## src/rtl/smre_pkg.sv

```systemverilog
// Shared constants, types, the exponent table and the exponent function of the softmax row engine.
package smre_pkg;

   localparam int ROW_MAX         = 64;
   localparam int ADDR_WIDTH      = $clog2(ROW_MAX);
   localparam int COUNT_WIDTH     = ADDR_WIDTH + 1;
   localparam int DATA_WIDTH      = 16;
   localparam int FRAC_BITS       = 12;
   localparam int FUNC_WIDTH      = 2;
   localparam int EXP_TABLE_DEPTH = 256;
   localparam int EXP_IDX_WIDTH   = $clog2(EXP_TABLE_DEPTH);
   localparam int DIV_STEPS       = 14;
   localparam int LOG_STEPS       = 30;

   localparam logic [17:0] LOG2E_Q16 = 18'd94548;
   localparam longint unsigned LN2_Q32 = 64'd2977044472;
   localparam logic [29:0] LN2_Q30 = 30'd744261118;

   typedef enum logic [1:0] {
      FUNC_SOFTMAX     = 2'd0,
      FUNC_SOFTMAX_BWD = 2'd1,
      FUNC_LOG_SOFTMAX = 2'd2,
      FUNC_LOG_BWD     = 2'd3
   } func_type;

   typedef struct packed {
      logic [COUNT_WIDTH-1:0]      count;
      func_type                    mode;
      logic signed [DATA_WIDTH-1:0] row_max;
   } desc_type;

   typedef struct packed {
      logic                         en;
      logic [ADDR_WIDTH-1:0]        addr;
      logic signed [DATA_WIDTH-1:0] value;
      logic signed [DATA_WIDTH-1:0] grad;
   } store_wr_type;

   typedef enum logic [4:0] {
      ST_IDLE,
      ST_ACC_RD,
      ST_ACC_MUL,
      ST_ACC_EXP,
      ST_ACC_SUM,
      ST_LOG_INIT,
      ST_LOG_SQ,
      ST_LOG_LN,
      ST_PREP,
      ST_OUT_RD,
      ST_OUT_MUL,
      ST_OUT_RND,
      ST_OUT_EXP,
      ST_OUT_DIV,
      ST_OUT_PLO,
      ST_OUT_PHI,
      ST_EMIT,
      ST_DONE
   } back_state_type;

   typedef logic [31:0] exp_tab_type [EXP_TABLE_DEPTH];

   function automatic exp_tab_type build_exp_table();
      exp_tab_type     tab;
      longint unsigned y;
      longint unsigned term;
      longint unsigned sum;
      for (int i = 0; i < EXP_TABLE_DEPTH; i++) begin
         y = (64'(i) * LN2_Q32) / EXP_TABLE_DEPTH;
         term = 64'd1 << 32;
         sum = term;
         for (int n = 1; n <= 20; n++) begin
            term = ((term * y) >> 32) / 64'(n);
            sum = sum + term;
         end
         tab[i] = 32'((sum + 64'd2) >> 2);
      end
      return tab;
   endfunction

   localparam exp_tab_type EXP_TABLE = build_exp_table();

   // Argument is the base-2 exponent in Q12; the result is in Q30.
   function automatic logic [62:0] exp_q30(input logic signed [18:0] u);
      logic signed [6:0]        k;
      logic [EXP_IDX_WIDTH-1:0] idx;
      logic [31:0]              t;
      logic [5:0]               sh;
      logic [62:0]              r;
      k = u[18:12];
      idx = u[11:12-EXP_IDX_WIDTH];
      t = EXP_TABLE[idx];
      sh = 6'(-k);
      if (k < 0) begin
         if (k <= -7'sd63) begin
            r = '0;
         end else begin
            r = {31'b0, t} >> sh;
         end
      end else if (k > 7'sd31) begin
         r = 63'(1) << 62;
      end else begin
         r = {31'b0, t} << k[4:0];
      end
      return r;
   endfunction

endpackage

```

## src/rtl/smre_queue.sv

```systemverilog
// Two-entry queue of row descriptors between the front end and the back end.
module smre_queue import smre_pkg::*; (
   input  logic     clock,
   input  logic     reset,
   input  logic     push,
   input  desc_type push_desc,
   output logic     full,
   input  logic     pop,
   output logic     pop_valid,
   output desc_type pop_desc
);

   desc_type   entry_ff [2];
   logic       wr_ptr_ff, wr_ptr_in;
   logic       rd_ptr_ff, rd_ptr_in;
   logic [1:0] count_ff, count_in;
   logic       do_pop;

   assign full = (count_ff == 2'd2);
   assign pop_valid = (count_ff != 2'd0);
   assign pop_desc = entry_ff[rd_ptr_ff];
   assign do_pop = pop && pop_valid;

   always_comb begin
      wr_ptr_in = push ? !wr_ptr_ff : wr_ptr_ff;
      rd_ptr_in = do_pop ? !rd_ptr_ff : rd_ptr_ff;
      count_in = count_ff + {1'b0, push} - {1'b0, do_pop};
   end

   always_ff @(posedge clock) begin
      if (push) begin
         entry_ff[wr_ptr_ff] <= push_desc;
      end
   end

   always_ff @(posedge clock) begin
      if (reset) begin
         wr_ptr_ff <= 1'b0;
         rd_ptr_ff <= 1'b0;
         count_ff <= '0;
      end else begin
         wr_ptr_ff <= wr_ptr_in;
         rd_ptr_ff <= rd_ptr_in;
         count_ff <= count_in;
      end
   end

endmodule

```

## config.mk

```make
export PLATFORM = sky130hd
export DESIGN_NAME = smre_queue
export DESIGN_NICKNAME = d
export VERILOG_FILES = /design/src/rtl/smre_pkg.sv /design/src/rtl/smre_queue.sv
export SDC_FILE = /design/constraint.sdc
export NUM_CORES = 1
export LEC_CHECK = 0
export ABC_AREA = 1
export BUFFER_PORTS_ARGS = -buffer_cell sky130_fd_sc_hd__buf_2
export CAP_MARGIN = 20
export CORE_MARGIN = 2
export CORE_UTILIZATION = 45
export CTS_BUF_LIST = sky130_fd_sc_hd__clkbuf_8
export CTS_CLUSTER_SIZE = 25
export DETAILED_ROUTE_END_ITERATION = 6
export HOLD_SLACK_MARGIN = 0.12
export PLACE_DENSITY = 0.8
export RECOVER_POWER = 25
export SLEW_MARGIN = 5
export SYNTH_ARGS = -nofsm -noshare
export SYNTH_HDL_FRONTEND = slang
export SYNTH_SLANG_ARGS = --single-unit
export TNS_END_PERCENT = 20
```

## constraint.sdc

```tcl
create_clock -name clock -period 2.2 [get_ports clock]
set_clock_uncertainty 0.1 [all_clocks]
set_input_delay 0.44 -clock clock [delete_from_list [all_inputs] [get_ports clock]]
set_output_delay 0.44 -clock clock [all_outputs]
set_load 0.1 [all_outputs]
```

==> metrics, run 1 <==
first-pass GRT wire length=5195 um; initial drt markers=68; total CTS buffers=5; vias per inst=4.721; largest family of logic cells by synthesized area=multiplexers; Final WS setup=0.1551 ns; Netlist cell types=13; largest net degree at the start of global routing=24; hold depth=1; simple logic cell fraction of the synthesized area=3.494%; gr ovfl total=0; initial antenna violation count=0; sequential cell fraction of total power=34.2%; Slew @ Worst Pin=0.4862 ns; Synth top area share=69.89%; leak pwr=0.001206 uW; Post-CTS Repair Setup Buffers=0; HPWL after detailed placement=2648 um; post-synth top area cell=edfxtp_1; Worst Hold Launch=push_desc[10]; FF-to-FF End=count_ff[1]$_SDFF_PP0_; Synth Area in Compound Gates=0.2330%; Synth warnings=0; Ports=56; Max Slew Vio Count=0; Clk network pwr share=17.9%; port bufs=55; DRC=0; FF+latch count, synth=55; reg2reg start=count_ff[1]$_SDFF_PP0_; Clock transition at path regs=0.10 ns; TritonRoute pass-1 iters=4; die width=73.10 um; post-CTS sizing=0; Ant. Diodes=0; CP required=1.66 ns; Synth Area in XOR/XNOR=0%; Setup crit end kind=output port; vias=1100; dpl ws=0.4646 ns; vias in the first global route=1130; worst vdd ir=0.5534 mV; Post-Synth Adder-Cell Area=1.165%; combinational share of power=47.9%; FMAX=489.0 MHz; sequential-to-total area share from yosys stat=74.55%; crit start category=register; Post-Syn Area=2148 um2; fillers=293; fin nets=209; Core ar.=4661 um2; Bufs on Longest Clock Path=2; P per Cell Area=1236 nW/um2; Switching Share=40.67%; H-tree Lvls=2; GRT Total Usage=13.83%; Area contributors post-synth=edfxtp_1 (70%), mux2_4 (14%), dfxtp_1 (4.7%); Worst Hold End=entry_ff[0][10]$_DFFE_PP_; Rows=25; Syn Inst Count=114; Synth Net Count=145; Finish-stage setup viols=0; crit path DAT=1.50 ns; WL final=3432 um; CTS Hold Bufs=0; setup slack, reg-to-reg=0.67 ns; Area growth, synth to finish=38.67%; Max-Cap Viols=0; final core utilization=63.92%; Clock Latency Late Sink=0.30 ns; initial core utilization=46.09%; Sink Count=55; GP Congestion=0.7286; Avg Cell Area, Syn=18.84 um2; Hold WC Path Type=input port to register; WS Path Type=register to output port; share of cells above drive strength 1=50.84%; cell internal pwr=2184 uW; RSZ-0062 raised after global routing=no; mux cell area share after synthesis=16.60%; Net Sw Power=1497 uW; root cell of the clock tree=clkbuf_8; final worst-path cycle share=92.95%; Final Hold Fails=0; Final ANT Viol Nets=0; hold_ws=0.2186 ns; minimum clock period=2.045 ns; die area=5343 um2; CP max FO=23; Sum Neg Setup Slack=0 ns; most frequent cells in the layout=edfxtp_1 (50), buf_2 (27), buf_12 (26); Reg2Reg Depth=9; Rel. slew slack=67.81%; most common cell after layout, fill and taps aside=edfxtp_1; status=complete, no violations; per-cell routed wire length=14.73 um; CTS tree=done; Die Span Y=73.10 um
cell usage after synthesis (all sizes together):
cell type / n
buf: 3
dfxtp: 5
inv: 9
nor3: 1
edfxtp: 50
a21oi: 1
ha: 2
nor2: 10
nand3: 2
mux2: 25
nand2: 6
power by group through the flow:
stage               Combinational, uW  Clock, uW  Sequential, uW
floorplan                        1280          0            1270
global placement                 1750          0            1280
detailed placement               1780          0            1280
CTS                              1780        679            1260
global route                     1830        727            1270
finish                           1760        658            1260
registers in the layout, indices dropped and copies added, names as in the netlist, named ones only:
register   count
count_ff       2
rd_ptr_ff      1
entry_ff      50
wr_ptr_ff      1
per-layer routing:
metal / part of all wire (%) / wire length [um] / global-route usage (%) / vias up
met2: 57 / 1940 / 25.93 / 35
met1: 36 / 1245 / 13.48 / 519
met5: 0 / 0 / 0 / -
met4: 2.3 / 78 / 7.407 / 0
li1: - / - / - / 541
met3: 4.9 / 168 / 3.867 / 5
stage by stage:
| stage | area, um2 | instances | total power [uW] |
|---|---|---|---|
| 6_report | 2979 | 233 | 3682 |
| 4_1_cts | 2983 | 233 | 3717 |
| 5_1_grt | 2979 | 233 | 3821 |
| 2_1_floorplan | 2148 | 114 | 2546 |
| 3_5_place_dp | 2868 | 225 | 3061 |
| 3_3_place_gp | 2868 | 225 | 3028 |
cell families (layout without fill, tap and decap cells):
logic type      after synthesis  count (layout)
flops                        55              55
buf+inv                      12              77
simple gates                 19              19
compound gates                1               1
fa+ha+maj                     2               2
mux                          25              25
worst max-delay path, stage by stage (launching register included):
cell and delay, ns:
dfxtp_1 0.41, buf_12 0.23, mux2_2 0.39, buf_12 0.17
worst max path at each step:
| stage | slack [ns] | cells after the start | from | endpoint |
|---|---|---|---|---|
| floorplan | 0.02 | 2 | count_ff[1]$_SDFF_PP0_ | full |
| global placement | 0.49 | 3 | register | pop_desc[3] |
| detailed placement | 0.46 | 3 | register | pop_desc[3] |
| CTS | 0.13 | 3 | register | pop_desc[3] |
| global route | 0.07 | 3 | register | pop_desc[3] |
| finish | 0.16 | 3 | register | pop_desc[3] |
final cells by class:
cell class / count / area (um2) / share of cell area [%]
sequential: 55 / 1602 / 53.76
timing repair buffer: 60 / 696.9 / 23.39
inverter: 9 / 33.78 / 1.134
multi-input combinational: 47 / 464.2 / 15.58
clock buffer: 5 / 68.82 / 2.310
clock inverter: 3 / 46.29 / 1.554
tap: 54 / 67.56 / 2.268
Note: power is estimated with default switching activity, not from simulation.
==> run 2: changes to the inputs <==
--- a/config.mk
+++ b/config.mk
@@ -14,6 +14,7 @@
 export CTS_CLUSTER_SIZE = 25
 export DETAILED_ROUTE_END_ITERATION = 6
 export HOLD_SLACK_MARGIN = 0.12
+export MAX_ROUTING_LAYER = met4
 export PLACE_DENSITY = 0.8
 export RECOVER_POWER = 25
 export SLEW_MARGIN = 5
==> run 2 against run 1 <==
- total power about the same
- final cell count unchanged
- die area unchanged
- first-iteration DRC count increased by 13%
- setup slack about the same
- largest power group unchanged
==> metrics, run 2 (synthesis gave the netlist of run 1 again) <==
port bufs=55; first-pass GRT wire length=5209 um; RSZ-0062 raised after global routing=no; Placed Cells=225; CP required=1.66 ns; GR Layer Usage met3=3.591%; vias=1099; Rel. slew slack=67.81%; Core ar.=4661 um2; Clock transition at path regs=0.10 ns; WL final=3425 um; total CTS buffers=5; Post-CTS Repair Setup Buffers=0; Max-Cap Viols=0; Sum Neg Setup Slack=0 ns; CP peak stage delay=0.41 ns; vias per inst=4.717; Finished Layout Cells=233; initial core utilization=46.09%; status=complete, no violations; initial antenna violation count=0; grt met1 use=13.67%; hold depth=1; Reg2Reg Depth=9; CTS tree=done; setup slack, reg-to-reg=0.67 ns; Die Span Y=73.10 um; Bufs on Longest Clock Path=2; HPWL after detailed placement=2648 um; FF-to-FF End=count_ff[1]$_SDFF_PP0_; TritonRoute pass-1 iters=4; Ports=56; final worst-path cycle share=92.96%; Finish-stage setup viols=0; Worst Hold Launch=push_desc[10]; die area=5343 um2; Rows=25; max reg flops=50; CP cell instances=buf_12 > mux2_2 > buf_12; crit start category=register; die width=73.10 um; grt met2 use=25.93%; Slew @ Worst Pin=0.4862 ns; crit path DAT=1.51 ns; leak pwr=0.001206 uW; CP max FO=23; Final Hold Fails=0; H-tree Lvls=2; critical path's most frequent cell=buf_12; Max Slew Vio Count=0; GRT Total Usage=14.25%; Ant. Diodes=0; CTS Hold Bufs=0; P per Cell Area=1235 nW/um2; most frequent cells in the layout=edfxtp_1 (50), buf_2 (27), buf_12 (26); Clock Latency Late Sink=0.30 ns; worst vdd ir=0.5534 mV; Final WS setup=0.1550 ns; per-cell routed wire length=14.70 um; GP Congestion=0.7373; Reg area=1602 um2; Setup crit end kind=output port; root cell of the clock tree=clkbuf_8; vias in the first global route=1127; DRC=0; Final ANT Viol Nets=0; dpl ws=0.4646 ns; Area growth, synth to finish=38.67%; largest registers=entry_ff (50), count_ff (2); Worst Hold End=entry_ff[0][10]$_DFFE_PP_; largest net degree at the start of global routing=24; multi-input logic area=464.2 um2; gr busiest metal=met2; gr ovfl total=0; reg2reg start=count_ff[1]$_SDFF_PP0_; minimum clock period=2.045 ns; Hold WC Path Type=input port to register; fin nets=209; FMAX=489.0 MHz; WS Path Type=register to output port; fillers=293; Sink Count=55; share of cells above drive strength 1=50.84%; slowest stage cell, crit path=dfxtp_1; initial drt markers=77; most common cell after layout, fill and taps aside=edfxtp_1; Largest Register=entry_ff; post-CTS sizing=0
## run 2: cell counts in the layout (fill, tap and decap cells not counted)
Identical to the previous run, type by type.
## run 2: critical path: cells and delay by family, from the launching register on
kind	cells	cell delay [ns]
mux	1	0.39
flops	1	0.41
buf+inv	2	0.40
## run 2: worst max-delay path by stage
stage | startpoint | to | slack, ns
2_1_floorplan | count_ff[1]$_SDFF_PP0_ | full | 0.02
3_3_place_gp | register | pop_desc[3] | 0.49
3_5_place_dp | register | pop_desc[3] | 0.46
4_1_cts | register | pop_desc[3] | 0.13
5_1_grt | register | pop_desc[3] | 0.07
6_report | register | pop_desc[3] | 0.15
## run 2: layer usage
metal | vias up | part of all wire (%)
met2 | 35 | 57
met5 | - | 0
met1 | 518 | 36
li1 | 541 | -
met3 | 5 | 4.5
met4 | 0 | 2.3
## run 2: final cells by class
type,count,share of cell area [%]
clock buffer,5,2.310
clock inverter,3,1.554
inverter,9,1.134
multi-input combinational,47,15.58
sequential,55,53.76
tap,54,2.268
timing repair buffer,60,23.39
## run 2: through the flow
| step | power [uW] | utilization, % | hold slack (ns) | cell area, um2 |
|---|---|---|---|---|
| final | 3678 | 63.92 | 0.2185 | 2979 |
| after global routing | 3821 | 63.92 | 0.1956 | 2979 |
| after CTS | 3717 | 64.00 | 0.2063 | 2983 |
| after detailed placement | 3061 | 61.53 | 0.3929 | 2868 |
| after global placement | 3028 | 61.53 | 0.3788 | 2868 |
| after floorplan | 2546 | - | 0.3675 | 2148 |
## run 2: power by group
part	total [uW]	leakage (uW)	switching, uW	internal [uW]
Clock	654	0.0000548	312	343
Sequential	1260	0.000511	36.0	1220
Combinational	1760	0.000641	1150	618
