### config.mk
export PLATFORM = sky130hd
export DESIGN_NAME = smre_front_flat
export DESIGN_NICKNAME = d
export VERILOG_FILES = /design/src/rtl/smre_pkg.sv /design/src/rtl/smre_req_if.sv /design/src/rtl/smre_front.sv /design/src/flat_wrapper.sv
export SDC_FILE = /design/constraint.sdc
export NUM_CORES = 1
export LEC_CHECK = 0
export BUFFER_PORTS_ARGS = -buffer_cell sky130_fd_sc_hd__buf_2
export CORE_ASPECT_RATIO = 0.7
export CORE_UTILIZATION = 41
export CTS_CLUSTER_DIAMETER = 80
export CTS_CLUSTER_SIZE = 14
export DETAILED_ROUTE_END_ITERATION = 7
export HOLD_SLACK_MARGIN = 0.02
export MAX_ROUTING_LAYER = met4
export PLACE_DENSITY = 0.77
export SLEW_MARGIN = 15
export SYNTH_ARGS = -nofsm -noshare
export SYNTH_HDL_FRONTEND = slang
export SYNTH_SLANG_ARGS = --single-unit
### constraint.sdc
create_clock -name clock -period 3.2 [get_ports clock]
set_input_delay 0.64 -clock clock [delete_from_list [all_inputs] [get_ports clock]]
set_output_delay 0.64 -clock clock [all_outputs]
set_load 0.03 [all_outputs]
### src/rtl/smre_pkg.sv
// Shared constants, types, the exponent table and the exponent function of the softmax row engine.
package smre_pkg;

   localparam int ROW_MAX         = 64;
   localparam int ADDR_WIDTH      = $clog2(ROW_MAX);
   localparam int COUNT_WIDTH     = ADDR_WIDTH + 1;
   localparam int DATA_WIDTH      = 16;
   localparam int FRAC_BITS       = 12;
   localparam int FUNC_WIDTH      = 2;
   localparam int EXP_TABLE_DEPTH = 256;
   localparam int EXP_IDX_WIDTH   = $clog2(EXP_TABLE_DEPTH);
   localparam int DIV_STEPS       = 14;
   localparam int LOG_STEPS       = 30;

   localparam logic [17:0] LOG2E_Q16 = 18'd94548;
   localparam longint unsigned LN2_Q32 = 64'd2977044472;
   localparam logic [29:0] LN2_Q30 = 30'd744261118;

   typedef enum logic [1:0] {
      FUNC_SOFTMAX     = 2'd0,
      FUNC_SOFTMAX_BWD = 2'd1,
      FUNC_LOG_SOFTMAX = 2'd2,
      FUNC_LOG_BWD     = 2'd3
   } func_type;

   typedef struct packed {
      logic [COUNT_WIDTH-1:0]      count;
      func_type                    mode;
      logic signed [DATA_WIDTH-1:0] row_max;
   } desc_type;

   typedef struct packed {
      logic                         en;
      logic [ADDR_WIDTH-1:0]        addr;
      logic signed [DATA_WIDTH-1:0] value;
      logic signed [DATA_WIDTH-1:0] grad;
   } store_wr_type;

   typedef enum logic [4:0] {
      ST_IDLE,
      ST_ACC_RD,
      ST_ACC_MUL,
      ST_ACC_EXP,
      ST_ACC_SUM,
      ST_LOG_INIT,
      ST_LOG_SQ,
      ST_LOG_LN,
      ST_PREP,
      ST_OUT_RD,
      ST_OUT_MUL,
      ST_OUT_RND,
      ST_OUT_EXP,
      ST_OUT_DIV,
      ST_OUT_PLO,
      ST_OUT_PHI,
      ST_EMIT,
      ST_DONE
   } back_state_type;

   typedef logic [31:0] exp_tab_type [EXP_TABLE_DEPTH];

   function automatic exp_tab_type build_exp_table();
      exp_tab_type     tab;
      longint unsigned y;
      longint unsigned term;
      longint unsigned sum;
      for (int i = 0; i < EXP_TABLE_DEPTH; i++) begin
         y = (64'(i) * LN2_Q32) / EXP_TABLE_DEPTH;
         term = 64'd1 << 32;
         sum = term;
         for (int n = 1; n <= 20; n++) begin
            term = ((term * y) >> 32) / 64'(n);
            sum = sum + term;
         end
         tab[i] = 32'((sum + 64'd2) >> 2);
      end
      return tab;
   endfunction

   localparam exp_tab_type EXP_TABLE = build_exp_table();

   // Argument is the base-2 exponent in Q12; the result is in Q30.
   function automatic logic [62:0] exp_q30(input logic signed [18:0] u);
      logic signed [6:0]        k;
      logic [EXP_IDX_WIDTH-1:0] idx;
      logic [31:0]              t;
      logic [5:0]               sh;
      logic [62:0]              r;
      k = u[18:12];
      idx = u[11:12-EXP_IDX_WIDTH];
      t = EXP_TABLE[idx];
      sh = 6'(-k);
      if (k < 0) begin
         if (k <= -7'sd63) begin
            r = '0;
         end else begin
            r = {31'b0, t} >> sh;
         end
      end else if (k > 7'sd31) begin
         r = 63'(1) << 62;
      end else begin
         r = {31'b0, t} << k[4:0];
      end
      return r;
   endfunction

endpackage

### src/rtl/smre_req_if.sv
// Request channel interface: one row element per transaction.
interface smre_req_if import smre_pkg::*; ();
   logic                         valid;
   logic                         ready;
   logic [FUNC_WIDTH-1:0]        func;
   logic signed [DATA_WIDTH-1:0] value_in;
   logic signed [DATA_WIDTH-1:0] grad_in;
   logic                         row_end;

   modport source(output valid, func, value_in, grad_in, row_end, input ready);
   modport sink(input valid, func, value_in, grad_in, row_end, output ready);
endinterface

### src/rtl/smre_front.sv
// Front end: accepts row elements, tracks count, mode and maximum, and hands off finished rows.
module smre_front import smre_pkg::*; (
   input  logic         clock,
   input  logic         reset,
   smre_req_if.sink     req_chan,
   input  logic         queue_full,
   input  logic         row_done,
   output logic         push,
   output desc_type     push_desc,
   output store_wr_type store_wr
);

   logic [COUNT_WIDTH-1:0]       fill_ff, fill_in;
   func_type                     mode_ff, mode_in;
   logic signed [DATA_WIDTH-1:0] max_ff, max_in;
   logic                         busy_ff, busy_in;
   logic                         accept;
   logic                         last;
   func_type                     cur_mode;
   logic signed [DATA_WIDTH-1:0] cur_max;

   assign req_chan.ready = !busy_ff && !queue_full;
   assign accept = req_chan.valid && req_chan.ready;
   assign last = req_chan.row_end || (fill_ff == COUNT_WIDTH'(ROW_MAX - 1));

   always_comb begin
      cur_mode = (fill_ff == '0) ? func_type'(req_chan.func) : mode_ff;
      cur_max = (req_chan.value_in > max_ff) ? req_chan.value_in : max_ff;
      fill_in = fill_ff;
      mode_in = mode_ff;
      max_in = max_ff;
      busy_in = busy_ff;
      if (row_done) begin
         busy_in = 1'b0;
      end
      if (accept) begin
         mode_in = cur_mode;
         if (last) begin
            fill_in = '0;
            max_in = {1'b1, {(DATA_WIDTH-1){1'b0}}};
            busy_in = 1'b1;
         end else begin
            fill_in = fill_ff + 1'b1;
            max_in = cur_max;
         end
      end
   end

   assign push = accept && last;
   assign push_desc = '{count: fill_ff + 1'b1, mode: cur_mode, row_max: cur_max};
   assign store_wr = '{en: accept, addr: fill_ff[ADDR_WIDTH-1:0],
                       value: req_chan.value_in, grad: req_chan.grad_in};

   always_ff @(posedge clock) begin
      if (reset) begin
         fill_ff <= '0;
         mode_ff <= FUNC_SOFTMAX;
         max_ff <= {1'b1, {(DATA_WIDTH-1){1'b0}}};
         busy_ff <= 1'b0;
      end else begin
         fill_ff <= fill_in;
         mode_ff <= mode_in;
         max_ff <= max_in;
         busy_ff <= busy_in;
      end
   end

endmodule

### src/flat_wrapper.sv
// flat-port wrapper written by rule: the top's interface ports become plain ports
module smre_front_flat import smre_pkg::*;
  (clock, reset, queue_full, row_done, push, push_desc, store_wr, req_chan_valid, req_chan_func, req_chan_value_in, req_chan_grad_in, req_chan_row_end, req_chan_ready);
  smre_req_if req_chan_i ();
  input  logic clock;
  input  logic reset;
  input  logic queue_full;
  input  logic row_done;
  output logic push;
  output desc_type push_desc;
  output store_wr_type store_wr;
  input wire logic [$bits(req_chan_i.valid)-1:0] req_chan_valid;
  input wire logic [$bits(req_chan_i.func)-1:0] req_chan_func;
  input wire logic [$bits(req_chan_i.value_in)-1:0] req_chan_value_in;
  input wire logic [$bits(req_chan_i.grad_in)-1:0] req_chan_grad_in;
  input wire logic [$bits(req_chan_i.row_end)-1:0] req_chan_row_end;
  output wire logic [$bits(req_chan_i.ready)-1:0] req_chan_ready;
  assign req_chan_i.valid = req_chan_valid;
  assign req_chan_i.func = req_chan_func;
  assign req_chan_i.value_in = req_chan_value_in;
  assign req_chan_i.grad_in = req_chan_grad_in;
  assign req_chan_i.row_end = req_chan_row_end;
  assign req_chan_ready = req_chan_i.ready;
  smre_front u_core (.clock(clock), .reset(reset), .req_chan(req_chan_i), .queue_full(queue_full), .row_done(row_done), .push(push), .push_desc(push_desc), .store_wr(store_wr));
endmodule
==> summary by stage, run 1 <==
Setup path
The kind of start point of the critical path is an input port. STA puts the critical path data arrival time at 2.69 ns. The worst setup slack for register-to-register paths is 0.22 ns.

Measured in cells, the most critical reg-to-reg path has a length of 9. At the worst endpoint, the required time is 2.56 ns. The startpoint identified for the worst register-to-register timing path is u_core.max_ff[10]$_SDFFE_PP0P_. The category of the critical setup timing path is input port to primary output. In this run the critical register-to-register path is captured at u_core.max_ff[1]$_SDFFE_PP0P_. Along the worst path, the maximum fanout reaches 6.

The kind of capture point of the worst setup path is a primary output.

Hold path
The terminating pin of the worst hold path is u_core.mode_ff[0]$_SDFFE_PP0P_. The path class of the tightest hold or removal check is flop to flop. The cell depth of the worst min-delay path is 2. The startpoint of the tightest hold check path is u_core.mode_ff[0]$_SDFFE_PP0P_.

Route
The residual DRC count is 0. The via density per instance is 4.96. The mean routed wirelength per cell is 13.9 um. In this run the remaining antenna-violating nets after routing total 0. The aggregate routed wire length is 4.94 mm. Before antenna repair, the detailed router went through 4 iterations.

Summing over every cut layer, the via total after detailed routing is 1766. The number of design-rule violations left by the first detailed-router iteration is 111.

Clock tree
The clock tree buffer depth is 2. After clock tree synthesis, the flow added hold-fix buffers numbering 0. The number of H-tree branching levels is 1.

The clock-pin transition on the worst setup and hold timing paths is 0.09 ns. At the later pin of the worst-skew pair, clock insertion delay measures 0.28 ns. The number of buffers created by CTS is 3. TritonCTS built the clock tree. The number of clock sinks seen by CTS is 26. In this run the clock root is driven by a sky130_fd_sc_hd__clkbuf_8.

Cells and area
The number of non-filler instances in the completed layout is 356. After routing the design area is 2720 um2. Leaving out fill and tap cells, the most frequent cells in the layout are 56 x sky130_fd_sc_hd__buf_2, 28 x sky130_fd_sc_hd__buf_4, 25 x sky130_fd_sc_hd__dfxtp_1. The multi-input combinational cells in the finished layout cover a total of 1220 um2. The ratio of cells with drive above 1 in the final layout is 50.7%.

The number of inserted diodes is 0. The most common cell after layout, fill and taps aside is sky130_fd_sc_hd__buf_2. The growth of design area from synthesis to finish is 34.7%. Once layout is complete, the utilization of the core stands at 60.1%. The count of fill cells added during filler insertion is 384. In the final layout, flip-flops and latches occupy 522 um2. The count of nets after finishing is 349.

Global route
The overall fraction of global-route tracks in use is 18.7%. The pin count of the biggest net entering global routing is 16. The via count of the first global-routing pass came to 1551. The initial antenna violation count is 0. The global-route wire length before repair is 7.31 mm. The total global routing overflow is 0.

Synth
The average instance in the mapped netlist occupies 8.90 um2. Among all flip-flop cells after synthesis, the most frequent one is sky130_fd_sc_hd__dfxtp_1. After synthesis the netlist holds a flip-flop and latch count of 26. Of the synthesized area, sequential elements account for 25.8%. The number of warning messages in the yosys log is 0. Synthesis produced 227 cells. The post-synthesis net count is 285. The share of async-settable or async-resettable flops after synthesis is 0%. The synthesized netlist occupies a cell area of 2020 um2. Yosys mapped a number of flops with a built-in enable equal to 0.

The number of unique standard cell types used by synthesis is 44.

Timing
In the post-route analysis, the smallest setup slack over all paths is -0.126 ns. The clock tree skew after final layout is 0.00368 ns. The count of final setup violators is 16. The final count of pins violating max slew came to 0. In this run the tightest slew margin relative to its limit is 26.7%. The number of hold-slack violations in the final timing report was 0. Setup repair after global routing could not meet its margin everywhere.

The worst path uses 104% of the clock period. In the final timing run, aggregate negative setup slack is -1.80 ns. After layout, the minimum clock period comes to 3.33 ns.

On the final layout, the worst hold slack is 0.502 ns. The transition time of the tightest slew-check pin is 1.09 ns. The achievable clock frequency is 301 MHz.

Placed design
At the end of routability-driven placement, the weighted congestion stood at 0.815. The estimated wirelength of the detail-placed design is 3.27 mm. The cell count after placement is 344. The worst slack after detailed placement is -0.377 ns. The placement-stage cell area is 2300 um2. Input and output buffers added on the ports amount to 73.

Job
The max-cap violation count is 0.

Outcome
The checks that failed: setup timing. The run finished, with violations left.

Floorplan
The row count is 20. The I/O pin count is 106. The floorplan step set the die height to 60.7 um. The horizontal extent of the die is 85.9 um. The die covers 5220 um2. The initial core utilization is 44.6%. After floorplanning, the core was sized to cover 4530 um2.

Pwr
The highest ir drop seen on vdd is 0.000132 V. The power per cell area is 358 nW/um2. After layout, the design draws a total of 973 uW. In this run the static leakage power is 1.30 nW.
-- state kept, by name (all words and copies together) (netlist names) --
name and flops:
u_core.max_ff 16, u_core.fill_ff 7, u_core.busy_ff 1, u_core.mode_ff 2
-- per-layer routing --
| metal | wire length, um | share of wire [%] | track usage, % | vias up |
|---|---|---|---|---|
| met5 | 0 | 0 | - | - |
| met4 | 82 | 1.7 | 6.90 | 0 |
| met3 | 296 | 6.0 | 2.72 | 11 |
| met2 | 2320 | 47 | 29.5 | 60 |
| met1 | 2240 | 45 | 24.5 | 809 |
| li1 | - | - | - | 886 |
-- critical path: stages --
cell and delay (ns):
sky130_fd_sc_hd__buf_2 0.13, sky130_fd_sc_hd__ha_4 0.27, sky130_fd_sc_hd__nand4_2 0.13, sky130_fd_sc_hd__buf_4 0.17, sky130_fd_sc_hd__or4_4 0.55, sky130_fd_sc_hd__o21ai_4 0.09
sky130_fd_sc_hd__nor2_4 0.10, sky130_fd_sc_hd__buf_16 0.15, sky130_fd_sc_hd__mux2_4 0.30, sky130_fd_sc_hd__buf_6 0.14
-- how the worst max path moves through the flow --
stage                    end  slack [ns]  cells after the start                            from
2_1_floorplan  push_desc[10]       0.006                      7           req_chan_value_in[15]
3_3_place_gp   push_desc[15]       -0.32                      9            req_chan_value_in[1]
3_5_place_dp   push_desc[15]       -0.38                      9            req_chan_value_in[1]
4_1_cts         push_desc[9]       -0.13                     10            req_chan_value_in[1]
5_1_grt         push_desc[9]       -0.17                      9  u_core.max_ff[10]$_SDFFE_PP0P_
6_report       push_desc[11]       -0.13                     10           req_chan_value_in[15]
-- power breakdown --
group          leakage [nW]  switching, mW  internal [mW]
sequential            0.211        0.00898          0.334
clock                0.0288          0.106          0.110
combinational          1.06          0.217          0.197
total                  1.30          0.332          0.642
-- area by class of cell --
| type | instances | share of cell area [%] |
|---|---|---|
| Clock buffer | 4 | 2.02 |
| Multi-Input combinational cell | 133 | 45.0 |
| Tap cell | 66 | 3.03 |
| Sequential cell | 26 | 19.2 |
| Inverter | 22 | 3.03 |
| Timing Repair Buffer | 105 | 27.8 |
-- synth_stat cells, drive strengths merged (2+ instances only) --
| master | number | area share, % |
|---|---|---|
| nor3 | 7 | 2.5 |
| or4 | 3 | 1.3 |
| a22oi | 2 | 0.74 |
| o21ai | 6 | 1.7 |
| dfxtp | 26 | 26 |
| inv | 21 | 3.9 |
| a21o | 2 | 0.74 |
| a22o | 15 | 6.7 |
| xor2 | 3 | 1.3 |
| mux2 | 18 | 10 |
| clkbuf | 2 | 0.37 |
| nand2 | 7 | 1.3 |
| ha | 18 | 11 |
| nand4 | 4 | 1.5 |
| a31oi | 2 | 0.93 |
| a21oi | 10 | 2.5 |
| xnor2 | 3 | 1.3 |
| buf | 44 | 17 |
| nor2 | 16 | 3.3 |
| nand3 | 5 | 1.2 |
-- kinds of logic (layout without fill, tap and decap cells) --
kind of cell               Yosys count  count (layout)  share of synthesized area, %
DFF                                 26              26                          25.8
and+or+nand+nor                     49              49                          13.9
AOI/OAI and AO/OA                   42              42                          15.5
muxes                               18              18                          10.0
adders and majority gates           18              18                          11.1
buffers and inverters               68             131                          21.1
xor gates and xnor gates             6               6                          2.60
-- repair_timing --
action | 4_1_cts | 5_1_grt
setup buffers | 5 | 2
cloned | 1 | 0
gates resized for setup | 60 | 6
setup endpoints to repair | 16 | 16
pin swaps | 5 | 8
(Power assumes the default switching activity.)
==> inputs of run 2 (changes only) <==
- ABC_AREA: not set -> 1
- CORE_UTILIZATION: 41 -> 50
- PLACE_DENSITY: 0.77 -> 0.86
- clock period: 3.2 -> 4.1 ns (I/O delays scaled with it)
==> summary by stage, run 2 <==
Outcome
The run finished with clean final reports.

Cells and area
From synthesis to final layout, the design area changed by 6.82%. The count of fill cells added during filler insertion is 404. The count of nets after finishing is 412. In the layout the commonest cells are 73 x sky130_fd_sc_hd__buf_2, 63 x sky130_fd_sc_hd__nand2_1, 49 x sky130_fd_sc_hd__inv_1.

The repair_antennas step left the layout with diodes totalling 0. The flip-flop and latch area is 520 um2. Cells with a size suffix above 1 make up 23.8% of the layout.

The flip-flop count of the largest register after layout is 16. The combined area of the multi-input logic cells is 1130 um2. Leaving out fill and tap cells, the most frequent cell in the layout is sky130_fd_sc_hd__buf_2. Excluding fillers, the count of instances in the completed layout stands at 405. The register with the most flip-flops is u_core.max_ff. The largest registers in the layout are u_core.max_ff (16), u_core.fill_ff (7), u_core.mode_ff (2).

Timing
The final count of pins violating max slew is 0. Setup violations remaining at the end of the flow were counted as 0. Setup repair after global routing left no endpoint under its margin.

In the final timing run, aggregate negative setup slack is 0 ns. The minimum clock period is 3.72 ns. In the finished design, the share of the clock period the worst path needs comes to 90.7%. Clock skew on the completed layout was measured at 0.00355 ns. The worst slew margin relative to its limit is 53.9%.

Based on the critical path, the design can be clocked at up to 269 MHz. The number of hold-slack violations in the final timing report is 0. For the pin with the worst max-slew slack, the measured transition is 0.691 ns.

Floorplan
The total area inside the core boundary comes to 4040 um2. The die is 81.0 um wide. The floorplan has 19 rows. The overall die area is 4640 um2.

The I/O pin count is 106. The die height is 57.3 um. Once the floorplan was initialized, standard cells occupied 54.0% of the core.

Route
The total number of vias is 2063. The first detailed-routing pass ran for 5 iterations. The mean routed wirelength per cell is 11.8 um. After detailed routing, the number of remaining DRC violations is 0. The number of nets with antenna violations after routing is 0. The detailed router finished its first iteration with 110 violations. In the routed layout, each cell is associated on average with a via count of 5.09. The aggregate routed wire length is 4.77 mm.

Pwr
In this run the static leakage power is 1.19 nW. VDD sags by at most 0.000217 V. In this run the power density over the cells is 347 nW/um2.

Clock tree
CTS built an H-tree with a depth of 1. The clock reaches the later pin of the worst-skew pair after 0.27 ns. The buffer type at the clock tree root is sky130_fd_sc_hd__clkbuf_8. The TritonCTS clock tree is built. The post-CTS setup-driven buffer insertion count is 0. After clock tree synthesis, the clock-pin slew on the worst setup and hold paths is 0.09 ns. The number of clock sinks seen by CTS is 26. Counting along the longest clock path gives a buffer depth of 2. The post-cts resize count is 0.

The number of buffers created by CTS is 3. The number of buffers inserted for hold repair after clock tree synthesis is 0.

Synth
sky130_fd_sc_hd__nand2_1 is the most common cell in the netlist. The synthesized netlist cell count is 325. The share of the yosys chip area belonging to registers is 23.8%. The post-synthesis net count is 383. In this run the cell area of the synthesized design comes to 2180 um2.

The commonest register cell after synthesis is sky130_fd_sc_hd__dfxtp_1. The number of warning messages in the yosys log is 0. Yosys attributes the largest share of cell area to sky130_fd_sc_hd__dfxtp_1 24%, sky130_fd_sc_hd__buf_4 13%, sky130_fd_sc_hd__nand2_1 11%. Summed over all instances, the cell type with the most area after synthesis is sky130_fd_sc_hd__dfxtp_1. Of the post-synthesis cell area, the dominant cell type holds 23.8%. Counting instances in the post-synthesis netlist gives the leading cell types as 63 x sky130_fd_sc_hd__nand2_1, 49 x sky130_fd_sc_hd__inv_1, 39 x sky130_fd_sc_hd__buf_4, 30 x sky130_fd_sc_hd__a21oi_1, 26 x sky130_fd_sc_hd__dfxtp_1.

Synthesis inferred 26 register bits. Of all flip-flops after synthesis, the portion carrying an async set or reset was 0%. A synthesized cell averages 6.72 um2.

The netlist uses 27 different library cells. The synthesized design contains 0 enable-type register cells.

Setup path
The critical path is of the input port to primary output type. Along the worst path, the maximum fanout reaches 17. The kind of start point of the critical path is an input port. In this design, the largest share of critical-path delay is due to simple AND/OR/NAND/NOR gates. Counting both buffers and inverters, the worst setup path holds a total of 2.

The critical path ends at push_desc[15]. The endpoint of the worst-slack reg-to-reg timing path is u_core.max_ff[15]$_SDFFE_PP1P_. In this design, the critical path's most frequently occurring cell is sky130_fd_sc_hd__buf_2. The number of stages on the worst setup path is 10. The number of cells on the worst reg-to-reg path is 11. STA classifies the critical path endpoint as a primary output. The critical path goes through buf_2 -> ha_1 -> a21oi_1 -> o21ai_0 -> a21oi_2 -> nand3_2 -> nand3_4 -> nand2_1 -> o21ai_1 -> buf_2.

The slowest library cell on the worst path is sky130_fd_sc_hd__ha_1. STA puts the critical path data required time at 3.28 ns. The setup check on the worst reg-to-reg path leaves a slack of 1.77 ns.

Data arrives at the worst endpoint at 2.90 ns. In this run the worst setup path begins at req_chan_value_in[15]. On the worst path, the slowest cell contributes a delay of 0.36 ns. The startpoint identified for the worst register-to-register timing path is u_core.max_ff[15]$_SDFFE_PP1P_.

Global route
The total global routing overflow is 0. The initial antenna violation count is 0. For this run, the total global-route usage over all layers was measured as 22.7%. The pin count of the biggest net entering global routing is 27.

The global-route wire length before repair is 7.97 mm. The via count of the first global-routing pass came to 1744.

Placed design
In this run the tool buffered the top-level ports with 73 buffer cells. After legalization and detailed placement, the total HPWL measured 3.60 mm. The cell count after placement is 401. The routability congestion estimate from global placement is 0.789.

Job
The max-cap violation count is 0.

Hold path
The min-delay analysis places its worst path in the category flop to flop.
[run 2: changes by cell type after synthesis, moves of 11 or more]
cell	change
sky130_fd_sc_hd__nand2_1	+56
sky130_fd_sc_hd__and2_1	+15
sky130_fd_sc_hd__nand3_1	+16
sky130_fd_sc_hd__a21oi_1	+20
sky130_fd_sc_hd__a22o_1	-11
sky130_fd_sc_hd__nand4_1	+14
sky130_fd_sc_hd__inv_1	+28
sky130_fd_sc_hd__mux2_2	-12
[run 2: metal layers]
| layer | global-route usage [%] | share of wire (%) |
|---|---|---|
| met5 | - | 0 |
| met4 | 3.06 | 0.23 |
| met3 | 4.48 | 7.6 |
| met2 | 33.7 | 44 |
| met1 | 32.4 | 48 |
[run 2: worst reg2reg max path: stages, from the launching register on]
cell and delay [ns]:
sky130_fd_sc_hd__dfxtp_1 0.37, sky130_fd_sc_hd__inv_1 0.06, sky130_fd_sc_hd__ha_1 0.34, sky130_fd_sc_hd__a21oi_1 0.17, sky130_fd_sc_hd__o21ai_0 0.14, sky130_fd_sc_hd__a21oi_2 0.18, sky130_fd_sc_hd__nand3_2 0.33, sky130_fd_sc_hd__nand3_4 0.34
sky130_fd_sc_hd__nand2_1 0.08, sky130_fd_sc_hd__o21ai_1 0.13, sky130_fd_sc_hd__nand2_1 0.08, sky130_fd_sc_hd__nand3_1 0.06
[run 2: report_power, final]
group | leakage [nW] | internal (mW) | switching, mW
registers | 0.211 | 0.262 | 0.00513
clock network | 0.0288 | 0.0860 | 0.0836
logic | 0.949 | 0.111 | 0.260
[run 2: how the worst min path moves through the flow]
stage,startpoint,end,cells past startpoint
after detailed placement,u_core.max_ff[9]$_SDFFE_PP0P_,u_core.max_ff[9]$_SDFFE_PP0P_,2
after global routing,u_core.max_ff[6]$_SDFFE_PP0P_,u_core.max_ff[6]$_SDFFE_PP0P_,2
after CTS,u_core.max_ff[1]$_SDFFE_PP0P_,u_core.max_ff[1]$_SDFFE_PP0P_,2
final,u_core.max_ff[9]$_SDFFE_PP0P_,u_core.max_ff[9]$_SDFFE_PP0P_,2
after floorplan,u_core.max_ff[10]$_SDFFE_PP0P_,u_core.max_ff[10]$_SDFFE_PP0P_,2
after global placement,u_core.max_ff[6]$_SDFFE_PP0P_,u_core.max_ff[6]$_SDFFE_PP0P_,2
[run 2: cells by family after synthesis]
kind of cell,synth area share [%]
flops,23.8
buf+inv,24.5
compound gates,9.23
xor+xnor,2.01
simple gates,30.1
fa+ha+maj,10.3
[run 2: layout make-up]
cell class | count | area share [%]
clock buffer | 4 | 2.36
inverter | 49 | 7.89
multi-input combinational | 199 | 48.3
sequential | 26 | 22.3
tap | 52 | 2.79
timing repair buffer | 75 | 16.3
[run 2: through the flow]
stage | total power [mW] | area (um2) | worst slack [ns] | util (%) | hold WS, ns
floorplan | 0.590 | 2180 | 0.946 | - | 0.445
global placement | 0.636 | 2280 | 0.560 | 56.3 | 0.454
detailed placement | 0.643 | 2280 | 0.472 | 56.3 | 0.455
CTS | 0.813 | 2330 | 0.430 | 57.7 | 0.470
global route | 0.861 | 2330 | 0.207 | 57.7 | 0.490
finish | 0.808 | 2330 | 0.379 | 57.7 | 0.468
==> inputs of run 3 (changes only) <==
--- a/config.mk
+++ b/config.mk
@@ -8,4 +8,5 @@
 export ABC_AREA = 1
 export BUFFER_PORTS_ARGS = -buffer_cell sky130_fd_sc_hd__buf_2
+export CAP_MARGIN = 20
 export CORE_ASPECT_RATIO = 0.7
 export CORE_UTILIZATION = 50
==> constraint.sdc (replaced) <==
create_clock -name clock -period 4.1 [get_ports clock]
set_input_delay 0.615 -clock clock [delete_from_list [all_inputs] [get_ports clock]]
set_output_delay 0.615 -clock clock [all_outputs]
set_load 0.03 [all_outputs]
==> summary by stage, run 3 (synthesis gave the netlist of run 2 again) <==
Setup path
The critical path required time is 3.48 ns. STA classifies the critical path startpoint as an input port. The worst setup slack for register-to-register paths is 1.63 ns. The origin of the critical flop-to-flop path is u_core.max_ff[15]$_SDFFE_PP1P_. The signal on the critical path passes through buf_2 -> ha_1 -> nand2_1 -> nor3_2 -> nand3_1 -> nand3_4 -> nand2_1 -> and2_1 -> buf_2. The endpoint identified for the worst register-to-register timing path is u_core.max_ff[10]$_SDFFE_PP0P_. The category of the critical setup timing path is input port to primary output. The cell family with the largest share of critical-path delay is simple AND/OR/NAND/NOR gates. The critical path contains buffers and inverters numbering 2 combined.

At the worst endpoint, the arrival time is 2.83 ns. For this run, the slowest stage of the critical path takes 0.51 ns. Counting cells, the worst reg-to-reg path comes to 9. The kind of capture point of the worst setup path is a primary output. The maximum fanout along the worst path is 17. The slowest library cell on the worst path is sky130_fd_sc_hd__nand3_1.

Floorplan
The horizontal extent of the die is 81.0 um. For this configuration, the core starts out at a cell density of 54.0%. The floorplan has 19 rows. The die covers 4640 um2.

The floorplan step defined a core boundary enclosing 4040 um2. The I/O pin count is 106. The die height is 57.3 um.

Timing
On the final layout, the worst clock skew is 0.00244 ns. Setup slack closes at 0.659 ns. The minimum clock period is 3.44 ns. Headroom to the max-slew limit came out at 35.6%.

Setup violations remaining at the end of the flow were counted as 0. Static timing analysis puts the maximum clock frequency at 291 MHz. Summed over all failing endpoints, the final setup total negative slack is 0 ns. Setup repair after global routing left no endpoint under its margin. The transition time of the tightest slew-check pin is 0.964 ns. The number of hold-slack violations in the final timing report is 0. In the finished design, the share of the clock period the worst path needs comes to 83.9%. Hold is met by 0.468 ns. The final count of pins violating max slew came to 0.

Hold path
The worst hold path passes through 2 cells. The min-delay analysis places its worst path in the category flop to flop. The startpoint of the tightest hold check path is u_core.max_ff[3]$_SDFFE_PP0P_. The worst hold path terminates at u_core.max_ff[3]$_SDFFE_PP0P_.

Cells and area
The largest registers in the layout are u_core.max_ff (16), u_core.fill_ff (7), u_core.mode_ff (2). The ratio of cells with drive above 1 in the final layout is 23.1%. After routing the design area is 2300 um2. Leaving out filler cells and counting taps, the final layout contains 402. The utilization of the core after routing is 57.0%. The library cells used most frequently in the layout, excluding fill and tap cells, are 73 x sky130_fd_sc_hd__buf_2, 63 x sky130_fd_sc_hd__nand2_1, 49 x sky130_fd_sc_hd__inv_1. Leaving out fill and tap cells, the most frequent cell in the layout is sky130_fd_sc_hd__buf_2. u_core.max_ff holds more flip-flops than any other register. At the end of the flow, the number of nets in the layout was 410. The growth of design area from synthesis to finish is 5.50%. The flip-flop count of the largest register after layout is 16. The repair_antennas step left the layout with diodes totalling 0.

Pwr
Summing internal, switching and leakage power gives 781 uW. The worst-case IR drop observed on VDD is 0.000207 V. Registers are responsible for 34.2% of the overall power. The power per cell area is 339 nW/um2. The internal power of the cells totals 439 uW.

Summed over all nets, the switching power comes to 342 uW. The switching power as a share of total power is 43.8%. The power share of the combinational group is 47.3%.

The clock network is responsible for 18.5% of the overall power. Summed over all cells, the static leakage comes to 1.17 nW.

Outcome
The flow ran to the end, and the final reports show no timing, DRC or antenna violations.

Route
The number of nets with antenna violations after routing is 0. In the routed layout, each cell is associated on average with a via count of 5.03. The number of design-rule violations left by the first detailed-router iteration is 88.

Wires add up to 4.78 mm. After detailed routing, the average wire length per cell comes to 11.9 um. After detailed routing, the number of remaining DRC violations is 0. The pre-antenna-repair detailed-routing pass consisted of 4 iterations. The routed layout has 2023 vias.

Clock tree
The clock tree buffer depth is 2. The number of clock sinks seen by CTS is 26. Buffers inserted during clock tree synthesis total 3. In this run the number of H-tree levels came out at 1.

The post-cts resize count is 0. Clock latency on the worst-skew pair, taken at its later pin, is 0.27 ns. The clock-pin transition on the worst setup and hold timing paths is 0.09 ns. The post-CTS setup-driven buffer insertion count is 0. TritonCTS built the clock tree. Hold repair after CTS inserted 0 buffers. The buffer type at the clock tree root is sky130_fd_sc_hd__clkbuf_8.

Job
The max-cap violation count is 0.

Global route
After global routing the overflow that remains totals 0. The first global-routing pass estimated 7.62 mm of wire. Entering global routing, the biggest net connects 30 pins. The overall fraction of global-route tracks in use is 21.6%.

The via count of the first global-routing pass is 1729. The initial antenna violation count is 0.

Placed design
At the end of routability-driven placement, the weighted congestion stood at 0.831. The estimated wirelength of the detail-placed design is 3.61 mm. The worst slack after detailed placement is 0.706 ns. Once placement completed, the tool counted placed cells totaling 399. The placement-stage cell area is 2260 um2. The number of port buffers is 73.
[run 3: cell count changes in the layout (fill, tap and decap cells not counted), sizes merged]
cell / delta
buf: -2
clkbuf: -1
[run 3: worst max-delay path by stage]
stage	end	startpoint	cells past startpoint
floorplan	push_desc[15]	req_chan_value_in[15]	8
global placement	push_desc[15]	req_chan_value_in[15]	9
detailed placement	push_desc[15]	req_chan_value_in[15]	9
CTS	push_desc[15]	req_chan_value_in[15]	9
global route	push_desc[3]	u_core.max_ff[15]$_SDFFE_PP1P_	9
finish	push_desc[3]	req_chan_value_in[15]	9
[run 3: power by group through the flow]
stage	registers [mW]	logic (mW)	clock network, mW
floorplan	0.272	0.318	0
finish	0.267	0.369	0.144
CTS	0.267	0.370	0.150
global placement	0.273	0.361	0
detailed placement	0.273	0.369	0
global route	0.269	0.403	0.163
[run 3: tightest hold or removal path, delay by kind of cell, from the launching register on]
| family | cells | cell delay, ns |
|---|---|---|
| flip-flops | 1 | 0.32 |
| AND/OR/NAND/NOR | 1 | 0.06 |
| AO/OA/AOI/OAI | 1 | 0.05 |
[run 3: cell type report]
cell class	instances	area [um2]
multi-input cells	199	1130
flip-flops and latches	26	520
clock buffers	3	41.3
fillers	402	1740
inverters	49	184
well taps	52	65.1
repair buffers	73	365
[run 3: layer usage]
layer	GRT usage [%]	routed length, um	vias up	share of wire (%)
li1	-	-	1054	-
met4	2.30	14	0	0.29
met1	30.3	2330	892	49
met5	-	0	-	0
met2	33.3	2090	75	44
met3	3.84	348	2	7.3
